--- src/pbaa_slot_ram.sv ---
`timescale 1ns / 1ps
// Per-slot state memory: recorded generation and bump offset of each slab.
// One write port, one registered read port. Depends on nothing.
module pbaa_slot_ram #(
    parameter int DEPTH  = 16,
    parameter int AW     = 4,
    parameter int DATA_W = 65
) (
    input  logic              aclk,
    input  logic              rd_en,
    input  logic [AW-1:0]     rd_addr,
    output logic [DATA_W-1:0] rd_data,
    input  logic              wr_en,
    input  logic [AW-1:0]     wr_addr,
    input  logic [DATA_W-1:0] wr_data
);

    logic [DATA_W-1:0] mem [DEPTH];
    logic [DATA_W-1:0] rd_data_reg;

    always_ff @(posedge aclk) begin
        if (wr_en) begin
            mem[wr_addr] <= wr_data;
        end
        if (rd_en) begin
            rd_data_reg <= mem[rd_addr];
        end
    end

    assign rd_data = rd_data_reg;

endmodule

--- config.mk ---
export PLATFORM = sky130hd
export DESIGN_NAME = pbaa_slot_ram
export DESIGN_NICKNAME = d
export VERILOG_FILES = /design/src/pbaa_slot_ram.sv
export SDC_FILE = /design/constraint.sdc
export NUM_CORES = 1
export LEC_CHECK = 0
export BUFFER_PORTS_ARGS = -buffer_cell sky130_fd_sc_hd__buf_4
export CAP_MARGIN = 20
export CORE_MARGIN = 8
export CORE_UTILIZATION = 55
export CTS_CLUSTER_DIAMETER = 60
export DETAILED_ROUTE_END_ITERATION = 8
export HOLD_SLACK_MARGIN = 0.03
export PLACE_DENSITY = 0.73
export SLEW_MARGIN = 10
export SYNTH_ARGS = -nofsm -noshare
export SYNTH_HDL_FRONTEND = slang
export SYNTH_SLANG_ARGS = --single-unit
export TNS_END_PERCENT = 30
--- constraint.sdc ---
create_clock -name aclk -period 6.5 [get_ports aclk]
set_input_delay 0 -clock aclk [delete_from_list [all_inputs] [get_ports aclk]]
set_output_delay 0 -clock aclk [all_outputs]
set_load 0.005 [all_outputs]
# == Yosys cells after proc, flatten, opt, wreduce, memory -nomap -nowiden ==
# Memory sizes are Yosys's and may differ from the RTL's. A register that Yosys moved wholly into a read port is not among the register bits.
# Index checks and enable logic that the tools add are counted.
# totals
ram_bits,1040
out_inout_bits,65
mem_count,1
regBits,0
word_cells,3
input_bits,76
# memory_table
name,depth,width,read_ports,rd_ports_with_merged_regs,write_ports,line_no,rtl
mem,16,65,1,1,1,18,logic [DATA_W-1:0] mem [DEPTH];
# classes
mux,2
# ops
cell,count
1-bit 2-to-1 mux,2

# == Logic depth before layout (Yosys ltp) ==
# logic_depth
word_depth,2
ltp_mapped,6
depth_no_buf,3

# == Worst setup path before layout ==
# Ideal clock, no wire load.
# synth_timing
path_kind,input -> register
from,input port wr_addr[2]
to,memory mem[0][0] (enable)
path_stages,2
path_buffers,0
setup_ps,569
setup_slack_ps,1075
arrival_ps,4856
t_required_ps,5931
path_cell_list,or3b_1 nor3_1
# synth_lines
item,line_no,rtl
"start, declared",14,"input logic [AW-1:0] wr_addr,"
"end, declared",18,
# Straight into the memory's write port.

# == Worst setup path after layout ==
# layout_timing
from,input port wr_addr[1]
to,memory mem[1][28] (enable)
# Straight into the memory's write port.

==> impl_metrics.yaml <==
status:
  status: "complete, no violations"
global_route:
  grt_pass1_vias: 19900
  grt_max_degree: 163
  grt_overflow: 0
  antenna_found_initial: 5
  grt_pass1_wl_um: 128000
  track_usage_pct: 20.9
finish:
  layout_common_cells: "edfxtp_1, mux4_2, buf_4"
  fin_util_pct: 63.7
  area_growth_pct: 15.4
  stdcell_count: 2993
  final_common_cell: "edfxtp_1"
  drive_above_1_share_pct: 29.6
  nFillCells: 4778
  final_cell_area_um2: 47200
  largest_reg_flops: 1040
  nets: 2015
worst_setup_path:
  r2r-start: "mem[0][34]"
  critPathMaxStageDelay_ns: 0.92
  crit_buf_inv: 3
  path_max_fanout: 39
  crit_slowest_cell: "nor2_4"
  rrSetupSlack_ns: 4.98
  setup.worst_path.end_class: "register"
  crit_start: "wr_addr[1]"
  path_class: "input pin to register"
  cp_top_family: "buffers and inverters"
  critical_path_arrival_ns: 2.76
  crit_required_ns: 6.77
  cp-start-kind: "input pin"
  cp_cell_sequence: "dlygate4sd3_1 > buf_4 > nand2b_1 > nor2_4 > buf_4"
  crit_top_cell: "buf_4"
logic_synthesis:
  yosys.area.top_type: "edfxtp_1"
  yosysTopAreaCellShare_pct: 81.1
  ys_seq_area_share_pct: 81.1
  ys_seq_elements: 1105
  syn_avg_cell_area_um2: 24.4
  synthTopCellsByArea: "edfxtp_1, mux4_2, a22oi_1"
  syn_inst: 1673
  synth_cell_types: 18
  synth_nets: 1749
  syn-cell-area_um2: 40900
  yosys_warnings: 0
power:
  p_int_mw: 11.8
  p_switching_mw: 2.95
  p_leak_nw: 15.1
  totalPowerFinal_mw: 14.7
  clkPwrFrac_pct: 40.2
  power.density_nw_per_um2: 312
  sequentialPowerShare_pct: 54.8
  p_sw_share_pct: 20.0
  power_frac_comb_pct: 4.9
  ir_worst_vdd_mv: 0.211
drt:
  avgRoutedWirePerCell_um: 29.0
  drc: 0
  drt_iter0_drc: 1947
  drt-pass1-iter-count: 7
  vias_per_cell: 6.25
  wl_um: 86700
  via_count: 18700
  ant_nets: 0
placement:
  dp.cells: 2732
  port_buffers: 140
  routabilityCongestion: 0.722
  dp_hpwl_um: 42100
  dpl-instance-area_um2: 43100
floorplan:
  coreArea_um2: 74100
  die_w_um: 289
  dieArea_um2: 83300
  initial_utilization_pct: 55.2
  fp-row-count: 100
  die_h_um: 289
  ioPinCount: 141
clock_network:
  cts_htree_levels: 3
  clk_pin_slew_ns: 0.07
  cts-root-buf: "clkbuf_16"
  cts_tree: "done"
  clk_latency_ns: 0.66
  ctsResizeCount: 0
  max-clock-path-buffers: 3
  cts.sinks: 1105
  numCtsBuffers: 104
timing:
  relSlewSlack_pct: 26.7
  tightest_slew_ns: 1.10
  rsz0062_at_grt: "false"
  setup_tns_ns: 0
  finalCriticalPeriod_ns: 2.49
  min_period_over_period_pct: 38.3
  max_freq_mhz: 402
  hold_viol_final: 0
  finalClockSkew_ns: 0.0213
  finalMaxSlewViolations: 0
  setup_violations: 0
worst_hold_path:
  holdCritPathClass: "input pin to register"
  min_from: "rd_addr[3]"
job:
  max_cap_violations: 0
synth_stat cells (all sizes together):
cell,instances
nand3,1
nand3b,2
clkbuf,36
and2,1
nor2b,2
or3b,1
edfxtp,1105
nor2,13
nor3,4
nand2b,2
nand2,66
mux4,260
a22oi,130
buf,50
layout make-up:
type / count / area, um2 / share of cell area (%)
diodes: 4 / 10.0 / 0.0212
clock inverters: 62 / 629 / 1.33
clock buffers: 125 / 2700 / 5.73
multi-input cells: 482 / 7340 / 15.6
well taps: 969 / 1210 / 2.57
flip-flops and latches: 1105 / 33200 / 70.3
repair buffers: 246 / 2100 / 4.45
path summary, 6_finish.rpt:
check / end / depth (start not counted)
hold / removal: rd_data[2] / 4
hold reg to reg: rd_data[26] / 3
setup reg to reg: rd_data[34] / 3
setup / recovery: mem[1][28] / 5
per-layer routing:
| metal | GRT usage (%) | vias to the layer above | wire [um] |
|---|---|---|---|
| met5 | 0 | - | 25 |
| met3 | 3.57 | 99 | 6980 |
| li1 | - | 7750 | - |
| met4 | 5.21 | 4 | 1410 |
| met2 | 34.0 | 837 | 42900 |
| met1 | 29.9 | 10000 | 35400 |
cells by family after synthesis:
group	synth area share [%]
AOI/OAI and AO/OA	2.39
DFF	81.1
and+or+nand+nor	0.921
muxes	14.3
buffers and inverters	1.22
through the flow:
stage	worst slack (ns)	hold WS (ns)
6_report	4.01	0.0708
5_1_grt	3.95	0.0872
3_5_place_dp	3.65	0.296
3_3_place_gp	3.73	0.284
2_1_floorplan	1.08	0.0989
4_1_cts	3.95	0.0331
repair_timing:
action / 4_1_cts / 5_1_grt
hold buffers: 69 / 0
endpoints found under the hold margin: 1099 / 0
setup buffers: 0 / 0
worst reg2reg max path, cell delays in order (launching register included):
cell and delay (ns):
edfxtp_1 0.39, mux4_2 0.52, a22oi_1 0.22, nand2_1 0.12
power groups by stage:
| stage | combinational [mW] | sequential (mW) | clock [mW] |
|---|---|---|---|
| floorplan | 0.383 | 8.22 | 0 |
| global placement | 0.678 | 8.22 | 0 |
| detailed placement | 0.696 | 8.23 | 0 |
| CTS | 0.738 | 8.08 | 6.00 |
| global route | 0.783 | 8.09 | 6.26 |
| finish | 0.728 | 8.08 | 5.92 |
Note: power is estimated with default switching activity, not from simulation.
